File: src/rtl/core/sbpr_pkg.sv
// Shared types and constants for the servo bus packet receiver.
`default_nettype none
package sbpr_pkg;

  localparam logic [7:0] SYNC_BYTE = 8'hFF;
  localparam logic [7:0] SUM_GOOD  = 8'hFF;
  localparam int         IDX_W     = 6;

  typedef enum logic [2:0] {
    PH_HDR1,
    PH_HDR2,
    PH_ID,
    PH_LEN,
    PH_BODY
  } phase_t;

  typedef enum logic {
    RP_IDLE,
    RP_SHOW
  } rp_state_t;

  typedef struct packed {
    logic             valid;
    logic [7:0]       id;
    logic [7:0]       length;
    logic [IDX_W-1:0] last_idx;
  } start_t;

endpackage
`default_nettype wire

File: src/rtl/core/sbpr_if.sv
// Valid/ready channel interfaces for received bytes and replayed frame words.
`default_nettype none
interface sbpr_in_if;
  logic       valid;
  logic       ready;
  logic [7:0] rx_byte;

  modport source (output valid, output rx_byte, input ready);
  modport sink   (input valid, input rx_byte, output ready);
endinterface

interface sbpr_out_if;
  logic       valid;
  logic       ready;
  logic [7:0] frame_id;
  logic [7:0] frame_length;
  logic [5:0] byte_index;
  logic [7:0] body_byte;
  logic       last;

  modport source (output valid, output frame_id, output frame_length, output byte_index,
                  output body_byte, output last, input ready);
  modport sink   (input valid, input frame_id, input frame_length, input byte_index,
                  input body_byte, input last, output ready);
endinterface
`default_nettype wire

File: src/rtl/core/servo_bus_packet_receiver.sv
// Top level of the servo bus packet receiver.
// Takes one received byte per cycle while in_ch.ready is high and parses 0xFF 0xFF,
// id, length, body frames into a body RAM. When a frame ends with a good checksum
// and fits the RAM, its body is replayed on the output channel one word per cycle
// while out_ch.ready is high, each word carrying id, length, body index and byte,
// with last set on the checksum byte. The input is held off (in_ch.ready low) from
// the edge that takes the final body byte until the last word of that frame is
// taken, so an accepted frame blocks the input for the whole of its replay, output
// stalls included; the single read port of the body RAM paces the replay. The first
// replay read can hit the entry that is written at the same edge, so that byte is
// forwarded around the RAM. Bad frames produce no words and never block. The RAM
// needs no clearing after reset.
`default_nettype none
module servo_bus_packet_receiver #(
  parameter int BODY_DEPTH = 64
) (
  input  logic        clk,
  input  logic        rst_n,
  sbpr_in_if.sink     in_ch,
  sbpr_out_if.source  out_ch
);
  import sbpr_pkg::*;

  localparam int AW = $clog2(BODY_DEPTH);

  start_t        start;
  logic          busy;
  logic          wr_en;
  logic [AW-1:0] wr_addr;
  logic [7:0]    wr_data;
  logic          rd_en;
  logic [AW-1:0] rd_addr;
  logic [7:0]    rd_data;
  logic [7:0]    ram_q;
  logic          fwd_r;
  logic [7:0]    fwd_byte_r;

  sbpr_parser #(
    .BODY_DEPTH (BODY_DEPTH),
    .AW         (AW)
  ) u_parser (
    .clk     (clk),
    .rst_n   (rst_n),
    .in_ch   (in_ch),
    .busy    (busy),
    .start   (start),
    .wr_en   (wr_en),
    .wr_addr (wr_addr),
    .wr_data (wr_data)
  );

  sbpr_ram #(
    .WIDTH (8),
    .DEPTH (BODY_DEPTH),
    .AW    (AW)
  ) u_body_ram (
    .clk     (clk),
    .wr_en   (wr_en),
    .wr_addr (wr_addr),
    .wr_data (wr_data),
    .rd_en   (rd_en),
    .rd_addr (rd_addr),
    .rd_data (ram_q)
  );

  // forward a byte written at the same edge as its read; hold with the read data
  always_ff @(posedge clk) begin
    if (!rst_n) begin
      fwd_r <= 1'b0;
    end else if (rd_en) begin
      fwd_r <= wr_en && (wr_addr == rd_addr);
    end
  end

  always_ff @(posedge clk) begin
    if (rd_en) begin
      fwd_byte_r <= wr_data;
    end
  end

  assign rd_data = fwd_r ? fwd_byte_r : ram_q;

  sbpr_replay #(
    .BODY_DEPTH (BODY_DEPTH),
    .AW         (AW)
  ) u_replay (
    .clk     (clk),
    .rst_n   (rst_n),
    .start   (start),
    .busy    (busy),
    .rd_en   (rd_en),
    .rd_addr (rd_addr),
    .rd_data (rd_data),
    .out_ch  (out_ch)
  );

endmodule
`default_nettype wire

File: src/rtl/core/sbpr_ram.sv
// Generic single-write, single-read RAM with registered read data.
`default_nettype none
module sbpr_ram #(
  parameter int WIDTH = 8,
  parameter int DEPTH = 64,
  parameter int AW    = $clog2(DEPTH)
) (
  input  logic             clk,
  input  logic             wr_en,
  input  logic [AW-1:0]    wr_addr,
  input  logic [WIDTH-1:0] wr_data,
  input  logic             rd_en,
  input  logic [AW-1:0]    rd_addr,
  output logic [WIDTH-1:0] rd_data
);

  logic [WIDTH-1:0] mem [DEPTH];

  always_ff @(posedge clk) begin
    if (wr_en) begin
      mem[wr_addr] <= wr_data;
    end
    if (rd_en) begin
      rd_data <= mem[rd_addr];
    end
  end

endmodule
`default_nettype wire

File: src/rtl/core/sbpr_parser.sv
// Frame parser: header search, checksum, body write into the RAM.
`default_nettype none
module sbpr_parser #(
  parameter int BODY_DEPTH = 64,
  parameter int AW         = $clog2(BODY_DEPTH)
) (
  input  logic            clk,
  input  logic            rst_n,
  sbpr_in_if.sink         in_ch,
  input  logic            busy,
  output sbpr_pkg::start_t start,
  output logic            wr_en,
  output logic [AW-1:0]   wr_addr,
  output logic [7:0]      wr_data
);
  import sbpr_pkg::*;

  phase_t     phase_r, phase_nxt;
  logic [7:0] id_r, id_nxt;
  logic [7:0] len_r, len_nxt;
  logic [7:0] cnt_r, cnt_nxt;
  logic [7:0] sum_r, sum_nxt;

  logic       accept;
  logic [7:0] cnt_inc;
  logic [7:0] sum_add;
  logic       frame_done;
  logic [7:0] rx;

  assign in_ch.ready = !busy;
  assign accept      = in_ch.valid && in_ch.ready;
  assign rx          = in_ch.rx_byte;
  assign cnt_inc     = (cnt_r == 8'hFF) ? cnt_r : cnt_r + 8'd1;
  assign sum_add     = sum_r + rx;
  assign frame_done  = cnt_inc >= len_r;

  assign wr_addr = cnt_r[AW-1:0];
  assign wr_data = rx;

  always_comb begin
    phase_nxt = phase_r;
    if (accept) begin
      case (phase_r)
        PH_HDR2: phase_nxt = (rx == SYNC_BYTE) ? PH_ID : PH_HDR1;
        PH_ID:   phase_nxt = PH_LEN;
        PH_LEN:  phase_nxt = PH_BODY;
        PH_BODY: phase_nxt = frame_done ? PH_HDR1 : PH_BODY;
        default: phase_nxt = (rx == SYNC_BYTE) ? PH_HDR2 : PH_HDR1;
      endcase
    end
  end

  always_comb begin
    id_nxt         = id_r;
    len_nxt        = len_r;
    cnt_nxt        = cnt_r;
    sum_nxt        = sum_r;
    wr_en          = 1'b0;
    start.valid    = 1'b0;
    start.id       = id_r;
    start.length   = len_r;
    start.last_idx = IDX_W'(cnt_inc - 8'd1);
    if (accept) begin
      case (phase_r)
        PH_ID: begin
          id_nxt  = rx;
          sum_nxt = rx;
        end
        PH_LEN: begin
          len_nxt = rx;
          cnt_nxt = 8'd0;
          sum_nxt = sum_add;
        end
        PH_BODY: begin
          // bytes past the store still count toward the sum
          wr_en       = cnt_r < 8'(BODY_DEPTH);
          sum_nxt     = sum_add;
          cnt_nxt     = cnt_inc;
          start.valid = frame_done && (sum_add == SUM_GOOD) && (cnt_inc < 8'(BODY_DEPTH));
        end
        default: begin
        end
      endcase
    end
  end

  always_ff @(posedge clk) begin
    if (!rst_n) begin
      phase_r <= PH_HDR1;
      id_r    <= 8'd0;
      len_r   <= 8'd0;
      cnt_r   <= 8'd0;
      sum_r   <= 8'd0;
    end else begin
      phase_r <= phase_nxt;
      id_r    <= id_nxt;
      len_r   <= len_nxt;
      cnt_r   <= cnt_nxt;
      sum_r   <= sum_nxt;
    end
  end

endmodule
`default_nettype wire

File: src/rtl/core/sbpr_replay.sv
// Replay engine: reads an accepted body back from the RAM, one word per cycle while the output is ready.
`default_nettype none
module sbpr_replay #(
  parameter int BODY_DEPTH = 64,
  parameter int AW         = $clog2(BODY_DEPTH)
) (
  input  logic             clk,
  input  logic             rst_n,
  input  sbpr_pkg::start_t start,
  output logic             busy,
  output logic             rd_en,
  output logic [AW-1:0]    rd_addr,
  input  logic [7:0]       rd_data,
  sbpr_out_if.source       out_ch
);
  import sbpr_pkg::*;

  rp_state_t     state_r, state_nxt;
  logic [AW-1:0] idx_r, idx_nxt;
  logic [AW-1:0] last_r;
  logic [7:0]    id_r;
  logic [7:0]    len_r;

  logic          take;
  logic          is_last;
  logic [AW-1:0] idx_inc;

  assign take    = out_ch.valid && out_ch.ready;
  assign is_last = idx_r == last_r;
  assign idx_inc = AW'(idx_r + 1'b1);
  assign busy    = state_r == RP_SHOW;

  assign out_ch.valid        = state_r == RP_SHOW;
  assign out_ch.frame_id     = id_r;
  assign out_ch.frame_length = len_r;
  assign out_ch.byte_index   = IDX_W'(idx_r);
  assign out_ch.body_byte    = rd_data;
  assign out_ch.last         = is_last;

  always_comb begin
    state_nxt = state_r;
    case (state_r)
      RP_IDLE: if (start.valid) state_nxt = RP_SHOW;
      RP_SHOW: if (take && is_last) state_nxt = RP_IDLE;
      default: state_nxt = RP_IDLE;
    endcase
  end

  // read ahead so the next body byte lands as the current word is taken
  always_comb begin
    rd_en   = 1'b0;
    rd_addr = idx_inc;
    idx_nxt = idx_r;
    case (state_r)
      RP_IDLE: begin
        if (start.valid) begin
          rd_en   = 1'b1;
          rd_addr = '0;
          idx_nxt = '0;
        end
      end
      RP_SHOW: begin
        if (take && !is_last) begin
          rd_en   = 1'b1;
          idx_nxt = idx_inc;
        end
      end
      default: begin
      end
    endcase
  end

  always_ff @(posedge clk) begin
    if (!rst_n) begin
      state_r <= RP_IDLE;
      idx_r   <= '0;
    end else begin
      state_r <= state_nxt;
      idx_r   <= idx_nxt;
    end
  end

  always_ff @(posedge clk) begin
    if (state_r == RP_IDLE && start.valid) begin
      id_r   <= start.id;
      len_r  <= start.length;
      last_r <= start.last_idx[AW-1:0];
    end
  end

`ifndef SYNTHESIS
  a_start_when_idle: assert property (@(posedge clk) disable iff (!rst_n)
    start.valid |-> state_r == RP_IDLE)
    else $error("frame start while replay busy");

  a_last_ends_frame: assert property (@(posedge clk) disable iff (!rst_n)
    take && out_ch.last |=> !out_ch.valid)
    else $error("word shown after last of frame");

  a_index_steps: assert property (@(posedge clk) disable iff (!rst_n)
    take && !out_ch.last |=> out_ch.byte_index == $past(out_ch.byte_index) + 6'd1)
    else $error("body index did not advance by one");
`endif

endmodule
`default_nettype wire

File: src/flat_wrapper.sv
// flat-port wrapper written by rule: the top's interface ports become plain ports
module servo_bus_packet_receiver_flat import sbpr_pkg::*;
#(
  parameter int BODY_DEPTH = 64
)
  (clk, rst_n, in_ch_valid, in_ch_rx_byte, in_ch_ready, out_ch_valid, out_ch_frame_id, out_ch_frame_length, out_ch_byte_index, out_ch_body_byte, out_ch_last, out_ch_ready);
  sbpr_in_if in_ch_i ();
  sbpr_out_if out_ch_i ();
  input  logic clk;
  input  logic rst_n;
  input wire logic [$bits(in_ch_i.valid)-1:0] in_ch_valid;
  input wire logic [$bits(in_ch_i.rx_byte)-1:0] in_ch_rx_byte;
  output wire logic [$bits(in_ch_i.ready)-1:0] in_ch_ready;
  output wire logic [$bits(out_ch_i.valid)-1:0] out_ch_valid;
  output wire logic [$bits(out_ch_i.frame_id)-1:0] out_ch_frame_id;
  output wire logic [$bits(out_ch_i.frame_length)-1:0] out_ch_frame_length;
  output wire logic [$bits(out_ch_i.byte_index)-1:0] out_ch_byte_index;
  output wire logic [$bits(out_ch_i.body_byte)-1:0] out_ch_body_byte;
  output wire logic [$bits(out_ch_i.last)-1:0] out_ch_last;
  input wire logic [$bits(out_ch_i.ready)-1:0] out_ch_ready;
  assign in_ch_i.valid = in_ch_valid;
  assign in_ch_i.rx_byte = in_ch_rx_byte;
  assign in_ch_ready = in_ch_i.ready;
  assign out_ch_valid = out_ch_i.valid;
  assign out_ch_frame_id = out_ch_i.frame_id;
  assign out_ch_frame_length = out_ch_i.frame_length;
  assign out_ch_byte_index = out_ch_i.byte_index;
  assign out_ch_body_byte = out_ch_i.body_byte;
  assign out_ch_last = out_ch_i.last;
  assign out_ch_i.ready = out_ch_ready;
  servo_bus_packet_receiver #(.BODY_DEPTH(BODY_DEPTH)) u_core (.clk(clk), .rst_n(rst_n), .in_ch(in_ch_i), .out_ch(out_ch_i));
endmodule
File: config.mk
export PLATFORM = sky130hd
export DESIGN_NAME = servo_bus_packet_receiver_flat
export DESIGN_NICKNAME = d
export VERILOG_FILES = /design/src/rtl/core/sbpr_pkg.sv /design/src/rtl/core/sbpr_if.sv /design/src/rtl/core/servo_bus_packet_receiver.sv /design/src/rtl/core/sbpr_ram.sv /design/src/rtl/core/sbpr_parser.sv /design/src/rtl/core/sbpr_replay.sv /design/src/flat_wrapper.sv
export SDC_FILE = /design/constraint.sdc
export NUM_CORES = 1
export LEC_CHECK = 0
export ABC_CLOCK_PERIOD_IN_PS = 15800
export BUFFER_PORTS_ARGS = -buffer_cell sky130_fd_sc_hd__buf_2
export CORE_MARGIN = 2
export CORE_UTILIZATION = 58
export CTS_BUF_LIST = sky130_fd_sc_hd__clkbuf_8
export DETAILED_ROUTE_END_ITERATION = 10
export PLACE_DENSITY_LB_ADDON = 0.05
export SLEW_MARGIN = 20
export SYNTH_ARGS = -nofsm -noshare
export SYNTH_HDL_FRONTEND = slang
export SYNTH_SLANG_ARGS = --single-unit
File: constraint.sdc
create_clock -name clk -period 15.8 [get_ports clk]
set_input_delay 1.58 -clock clk [delete_from_list [all_inputs] [get_ports clk]]
set_output_delay 1.58 -clock clk [all_outputs]
set_load 0.02 [all_outputs]
# ---- Word level (Yosys, flattened, before mapping)
# Memories as Yosys holds them, arrays and structs flattened. A register that Yosys moved wholly into a read port is not among the register bits.
# Cells that the tools add are included.
dict set report word_totals {
  regBits 73
  in_bits 12
  word_cells 74
  ram_bits 512
  n_memories 1
}
# memory words width rd rd_clocked_by_memory_dff wr line
set mem_list {}
lappend mem_list {u_core.u_body_ram.mem 64 8 1 1 1 sbpr_ram.sv:17} ;# logic [WIDTH-1:0] mem [DEPTH];
dict set report op_classes {
  n_mux 24
  order_cmp 3
  n_reduce_logical 18
  n_eq_ne 11
  addsub 4
  bitwise 1
}
# op count
set op_table {}
lappend op_table {{8-bit case mux with 2 select lines} 2}
lappend op_table {{8-bit equality test, second input constant} 3}
lappend op_table {{6-bit 2-to-1 mux} 4}
lappend op_table {{8-bit by 7-bit less-than comparator with 1-bit output, second input constant} 2}
lappend op_table {{8-bit 2-to-1 mux} 2}
lappend op_table {{6-bit equality test} 2}
lappend op_table {{3-bit case mux with 4 select lines} 1}
lappend op_table {{6-bit case mux with 2 select lines} 1}
lappend op_table {{1-bit 2-to-1 mux} 10}
lappend op_table {{2-bit AND reduction} 5}
lappend op_table {{8-bit by 1-bit adder with 8-bit output, second input constant} 1}
lappend op_table {{8-bit adder} 1}
lappend op_table {{8-bit greater-or-equal comparator} 1}
lappend op_table {{1-bit logical AND} 8}
lappend op_table {{6-bit by 1-bit adder with 6-bit output, second input constant} 1}
lappend op_table {{3-bit by 2-bit equality test with 1-bit output, second input constant} 2}
lappend op_table {{6-bit by 1-bit subtractor with 6-bit output, second input constant} 1}
lappend op_table {{1-bit case mux with 2 select lines} 2}
lappend op_table {{2-bit nonzero test} 2}
lappend op_table {{3-bit by 1-bit equality test with 1-bit output, second input constant} 1}
lappend op_table {{3-bit equality test, second input constant} 1}
lappend op_table {{3-bit 2-to-1 mux} 1}
lappend op_table {{1-bit zero test} 2}
lappend op_table {{2-bit 2-to-1 mux} 1}
lappend op_table {{other kinds (4)} 4}

# ---- Logic depth before layout (Yosys ltp)
dict set report logic_depth {
  ltp_word 11
  mapped_depth 19
  ltp_nobuf 16
}

# ---- Hierarchy
# Synthesis repeated with hierarchy kept, for this count alone.
dict set report unflattened {
  hier_cells 1364
  area_unflattened_um2 24403.4
}
# module instances area_per_inst_um2 cells_each
set by_module_without_submodules {}
lappend by_module_without_submodules {sbpr_ram 1 20246.9 940}
lappend by_module_without_submodules {sbpr_parser 1 2439.8 295}
lappend by_module_without_submodules {sbpr_replay 1 1278.7 100}
lappend by_module_without_submodules {servo_bus_packet_receiver 1 437.9 29}

# ---- Least setup slack after synthesis
# No wires, ideal clock.
dict set report synth_timing {
  path_kind {input to register}
  from {input in_ch_rx_byte[0]}
  to {register u_core.u_body_ram.rd_data[1] (read register of u_core.u_body_ram.mem) (data pin)}
  t_arrival_ns 5.852
  setup_slack_ns 9.758
  setup_time_ns 0.190
  path_stages 10
  n_path_buf 0
  required_ns 15.610
  path_cell_list {ha_1 -> fa_1 -> a211oi_2 -> nor2_1 -> a211oi_1 -> o211ai_1 -> nor4_1 -> or3_1 -> a311oi_1 -> a2111oi_2}
}
dict set report synth_between {
  elab_chain_cells 8
  elab_cells_between_ends 10
  cone_classes {1 x add/sub; 1 x eq/ne; 6 x mux; 2 x reduce/logical}
}
# item line
set synth_rtl {}
lappend synth_rtl {{start: declaration} flat_wrapper.sv:12} ;# input wire logic [$bits(in_ch_i.rx_byte)-1:0] in_ch_rx_byte;
lappend synth_rtl {{8-bit adder (*)} sbpr_parser.sv:34} ;# assign sum_add = sum_r + rx;
lappend synth_rtl {{8-bit equality test (*)} sbpr_parser.sv:79} ;# start.valid = frame_done && (sum_add == SUM_GOOD) && (cnt_inc < 8'(BODY_DEPTH));
lappend synth_rtl {{1-bit logical AND (*) (2 in series)} sbpr_parser.sv:79}
lappend synth_rtl {{1-bit 2-to-1 mux (*)} sbpr_parser.sv:64} ;# case (phase_r)
lappend synth_rtl {{1-bit 2-to-1 mux (*)} sbpr_parser.sv:63} ;# if (accept) begin
lappend synth_rtl {{1-bit 2-to-1 mux / 6-bit 2-to-1 mux (equally long branches)} sbpr_replay.sv:56} ;# if (start.valid) begin
lappend synth_rtl {{1-bit case mux with 2 select lines / 6-bit 2-to-1 mux (equally long branches)} sbpr_replay.sv:54} ;# case (state_r)
lappend synth_rtl {{end: declaration} sbpr_ram.sv:14} ;# output logic [WIDTH-1:0] rd_data
# Every way passes the cells marked *; elsewhere a longest branch is shown, timed or not.
# A chain may end at the register's enable or synchronous reset.

# ---- Final worst setup path
dict set report layout_timing {
  from {register u_core.u_parser.cnt_r[4]}
  to {register u_core.u_body_ram.rd_data[4] (read register of u_core.u_body_ram.mem) (data pin)}
}
dict set report layout_between {
  elab_chain_cells 9
  elab_cells_between_ends 13
  cone_classes {1 x add/sub; 2 x order compare; 1 x eq/ne; 7 x mux; 2 x reduce/logical}
}
# item line
set layout_rtl {}
lappend layout_rtl {{start: declaration} sbpr_parser.sv:21} ;# logic [7:0] cnt_r, cnt_nxt;
lappend layout_rtl {{start signal: assignment} sbpr_parser.sv:98} ;# cnt_r <= cnt_nxt;
lappend layout_rtl {{8-bit by 1-bit adder with 8-bit output / 8-bit equality test (equally long branches)} sbpr_parser.sv:33} ;# assign cnt_inc = (cnt_r == 8'hFF) ? cnt_r : cnt_r + 8'd1;
lappend layout_rtl {{8-bit 2-to-1 mux (*)} sbpr_parser.sv:33}
lappend layout_rtl {{8-bit greater-or-equal comparator} sbpr_parser.sv:35} ;# assign frame_done = cnt_inc >= len_r;
lappend layout_rtl {{1-bit logical AND} sbpr_parser.sv:79}
lappend layout_rtl {{1-bit logical AND (*)} sbpr_parser.sv:79}
lappend layout_rtl {{1-bit 2-to-1 mux (*)} sbpr_parser.sv:64}
lappend layout_rtl {{1-bit 2-to-1 mux (*)} sbpr_parser.sv:63}
lappend layout_rtl {{1-bit 2-to-1 mux / 6-bit 2-to-1 mux (equally long branches)} sbpr_replay.sv:56}
lappend layout_rtl {{1-bit case mux with 2 select lines / 6-bit 2-to-1 mux (equally long branches)} sbpr_replay.sv:54}
# Marks and branches as above.

==> reports/metrics.csv <==
stage,metric,value,unit
grt,global_route.usage.total,0.314,
place,dp.final_hpwl,42.4,mm
sta,finClkSkew,38.1,ps
place,place.detailed.instances,2261,
worst_setup_path,r2r_cells,15,
clock_tree,clock_path_buffers,3,
clock_tree,ctsHtreeMaxLevel,3,
yosys,yosysSeqAreaShare,0.697,
sta,clock.fmax,0.169,GHz
grt,grt_antenna_before_repair,0,
worst_setup_path,crit_top_cell,sky130_fd_sc_hd__nand4_1,
grt,grt_pass1_vias,15300,
grt,gr-usage-met2,0.484,
finish,nets,1849,
clock_tree,post_cts_setup_buffers,0,
sta,fin_tns_setup,0,ps
finish,layout-drive-gt1-share,0.149,
yosys,avgSynthCellArea,14.3,um^2
clock_tree,cts_clk_pin_slew_worst_paths,60,ps
worst_setup_path,worstPathMaxFanout,15,
yosys,yosysWarnings,0,
grt,overflow,0,
worst_setup_path,cp.arrival,6300,ps
route,post_detailed_route_wirelength_per_cell,28.4,um
worst_hold_path,hold_start,u_core.u_parser.id_r[6],
worst_hold_path,hold_class,flip-flop to flip-flop,
sta,finalSetupViolCount,0,
sta,hold_viol_final,0,
pwr,ir_worst_vdd,0.0745,mV
clock_tree,post_cts_resized,0,
die,dieArea,44600,um^2
yosys,synth_top_family_by_area,compound AO/OA/AOI/OAI gates,
worst_setup_path,capturing_point_of_the_worst_reg2reg_path,u_core.u_body_ram.rd_data[4],
finish,num-fill-cells,3052,
route,ant_nets,0,
sta,min_period_over_period,0.374,
worst_setup_path,path_cells,"and3_1, nand4_1, nand4_1, xnor2_1, ha_1, nand4_1, nor2_1, a211o_1, o2111ai_2, nor2_2, buf_4, or3_1, o211ai_1, a21oi_1, or4_1",
yosys,synthMuxAreaShare,0.0634,
clock_tree,cts-hold-fix-buffers,0,
die,top_level_ports,45,
route,route.vias.total,15900,
grt,gr-usage-met1,0.429,
pwr,power_leakage,8.88,nW
worst_setup_path,critPathRequiredTime,16200,ps
die,die_x,211,um
worst_setup_path,worstReg2RegStart,u_core.u_parser.cnt_r[4],
place,gp_routability_congestion,0.930,
sta,hold_ws,433,ps
yosys,synth-simple-area-share,0.0886,
die,die_height,211,um
worst_hold_path,worstHoldPathCells,0,
worst_hold_path,min_delay_worst_endpoint,u_core.u_replay.out_ch.frame_id[6],
sta,slew_headroom,0.227,
clock_tree,tritoncts_num_sinks,593,
worst_setup_path,worstSetupStartpointType,flip-flop,
finish,stdcell_count,2435,
sta,final.min_clock_period,5900,ps
yosys,syn_inst,1746,
yosys,synth_fa_ha_area_frac,0.00984,
pwr,power-per-cell-area,108,nW/um^2
die,core_area,42100,um^2
yosys,synth_fp_nets,1777,
die,number_of_placement_rows,75,
sta,final_max_slew_viol_count,0,
route,detail_route.wirelength,69.1,mm
worst_setup_path,critPathCaptureType,flip-flop,
place,port_buffers,44,
route,drt_iter0_markers,1931,
yosys,yosys.area_share.xor_xnor,0.00879,
route,drc_errors,0,
finish,area_added_between_synthesis_and_finish,9.97,%
route,firstDrtPassIters,6,
finish,multi_input_area,7070,um^2
grt,gr-max-usage-layer,met2,
yosys,ys.flop_type,sky130_fd_sc_hd__edfxtp_1,
yosys,ys_ff_latch,593,
worst_setup_path,crit_path_start,u_core.u_parser.cnt_r[4],
worst_setup_path,critical_path.max_stage_delay,990,ps
sta,worst_slew_pin_slew,1150,ps
worst_setup_path,slack_of_the_worst_reg_to_reg_path,9900,ps
clock_tree,cts.root.buffer_cell,sky130_fd_sc_hd__clkbuf_8,
yosys,ys_async_sr_fraction,0,
yosys,synth-edff-count,550,
finish,utilization,0.651,
route,detail_route.vias_per_cell,6.54,
yosys,ys_types,88,
die,start_util,0.592,
clock_tree,worst_skew_pair.late_latency,680,ps
sta,grt_setup_unrepaired,false,
grt,global_route_met3_usage,0.0808,
worst_setup_path,cpMaxStageDelayCell,sky130_fd_sc_hd__dfxtp_1,
finish,ff_latch_area,17400,um^2
run,max_cap_viol_count,0,
yosys,mappedNetlistArea,24900,um^2
status,result_of_the_run,"finished, final reports clean",
grt,largest_net_degree_at_the_start_of_global_routing,108,
grt,grt_first_pass_wirelength,99.7,mm
clock_tree,tritoncts.num_buffers,94,
worst_setup_path,crit_type,flip-flop to flip-flop,
yosys,synth_compound_area_frac,0.111,
clock_tree,cts_tree,done,
[cell usage in the layout (no fill, tap or decap), types with 16 or more instances in the layout]
cell type                    n
sky130_fd_sc_hd__edfxtp_1  550
sky130_fd_sc_hd__nand2_1   159
sky130_fd_sc_hd__nor2_1    131
sky130_fd_sc_hd__clkbuf_8   99
sky130_fd_sc_hd__o21ai_0    96
sky130_fd_sc_hd__mux2i_1    69
sky130_fd_sc_hd__a21oi_1    61
sky130_fd_sc_hd__inv_1      61
sky130_fd_sc_hd__nand3_1    50
sky130_fd_sc_hd__buf_2      44
sky130_fd_sc_hd__dfxtp_1    42
sky130_fd_sc_hd__mux4_2     32
sky130_fd_sc_hd__buf_4      30
sky130_fd_sc_hd__nor2b_1    26
sky130_fd_sc_hd__o211ai_1   24
sky130_fd_sc_hd__nor3_1     23
sky130_fd_sc_hd__a22oi_1    21
sky130_fd_sc_hd__a211oi_1   20
sky130_fd_sc_hd__clkinv_1   18
sky130_fd_sc_hd__ha_1       17
sky130_fd_sc_hd__o211a_1    16
[power by group]
part           switching (mW)  leakage, nW  internal [mW]
logic                  0.0346         2.59        0.00667
registers           0.0000103         5.27           1.71
clock network           0.602         1.02          0.599
[how the worst max path moves through the flow]
stage | end | slack [ps] | cells past startpoint
2_1_floorplan | u_core.u_body_ram.rd_data[1] | 9760 | 10
3_3_place_gp | u_core.u_body_ram.rd_data[6] | 9570 | 14
3_5_place_dp | u_core.u_body_ram.rd_data[6] | 9480 | 14
4_1_cts | u_core.u_body_ram.rd_data[4] | 9790 | 14
5_1_grt | u_core.u_body_ram.rd_data[3] | 9660 | 15
6_report | u_core.u_body_ram.rd_data[4] | 9900 | 15
[registers in the layout, summed over array words and instances, names as in the netlist]
name / flops
u_core.u_parser.sum_r: 8
u_core.fwd_r: 1
u_core.u_parser.phase_r: 3
u_core.u_parser.cnt_r: 8
u_core.u_replay.out_ch.frame_id: 8
u_core.u_replay.busy: 1
u_core.u_parser.id_r: 8
u_core.u_parser.len_r: 8
u_core.fwd_byte_r: 8
u_core.u_body_ram.rd_data: 8
u_core.u_replay.last_r: 6
u_core.u_replay.out_ch.byte_index: 6
u_core.u_replay.out_ch.frame_length: 8
u_core.u_body_ram.mem: 512
[cell families (layout without fill, tap and decap cells)]
| group | Yosys count | in the layout |
|---|---|---|
| AO/OA/AOI/OAI | 395 | 395 |
| XOR/XNOR | 25 | 25 |
| adder cells (fa/ha/maj) | 19 | 19 |
| buffers and inverters | 125 | 274 |
| flip-flops | 593 | 593 |
| multiplexers | 116 | 116 |
| other | 0 | 1 |
| AND/OR/NAND/NOR | 473 | 473 |
[through the flow]
| stage | worst slack [ps] | area [um^2] | total power [mW] |
|---|---|---|---|
| detailed placement | 9480 | 25700 | 1.79 |
| global route | 9660 | 27400 | 3.04 |
| global placement | 9570 | 25700 | 1.79 |
| finish | 9900 | 27400 | 2.95 |
| floorplan | 9760 | 24900 | 1.76 |
| CTS | 9790 | 27400 | 2.97 |
[synthesized netlist by cell type (11+ instances only)]
library cell,number,area share
sky130_fd_sc_hd__nand4_1,12,0.0030
sky130_fd_sc_hd__nand3_1,50,0.010
sky130_fd_sc_hd__o21ai_0,96,0.019
sky130_fd_sc_hd__o211ai_1,24,0.0072
sky130_fd_sc_hd__mux4_2,32,0.029
sky130_fd_sc_hd__a22oi_1,21,0.0063
sky130_fd_sc_hd__mux2i_1,69,0.028
sky130_fd_sc_hd__a211oi_1,20,0.0060
sky130_fd_sc_hd__edfxtp_1,550,0.66
sky130_fd_sc_hd__nor3_1,24,0.0048
sky130_fd_sc_hd__a21boi_0,14,0.0042
sky130_fd_sc_hd__inv_1,25,0.0038
sky130_fd_sc_hd__nor2_1,131,0.020
sky130_fd_sc_hd__nor2b_1,26,0.0065
sky130_fd_sc_hd__nand2_1,159,0.024
sky130_fd_sc_hd__clkbuf_1,58,0.0087
sky130_fd_sc_hd__ha_1,18,0.0090
sky130_fd_sc_hd__a21oi_1,61,0.012
sky130_fd_sc_hd__xnor2_1,15,0.0053
sky130_fd_sc_hd__o211a_1,16,0.0064
sky130_fd_sc_hd__a31oi_1,13,0.0033
sky130_fd_sc_hd__dfxtp_1,43,0.035
sky130_fd_sc_hd__mux2_2,14,0.0063
sky130_fd_sc_hd__o22ai_1,11,0.0028
sky130_fd_sc_hd__buf_2,27,0.0054
[routing by layer]
layer	wire length, um	vias up	share of wire
li1	-	6962	-
met1	27000	7921	0.39
met2	32100	884	0.46
met3	7440	159	0.11
met4	2570	0	0.037
met5	0	-	0
[worst max-delay path, delay by kind of cell, from the launching register on]
family	cells	cell delay [ps]
xor gates and xnor gates	1	270
buffers and inverters	1	280
adders and majority gates	1	350
DFF	1	990
and+or+nand+nor	8	2450
AOI/OAI and AO/OA	4	1310
[layout make-up]
type                            instances  share of cell area
Tap cell                              539              0.0246
Multi-Input combinational cell       1028               0.258
Clock buffer                           99              0.0497
Antenna cell                            1           0.0000913
Clock inverter                         74              0.0129
Timing Repair Buffer                   75              0.0170
Inverter                               26             0.00356
Sequential cell                       593               0.634
No activity file was read; power rests on OpenSTA's default activity.
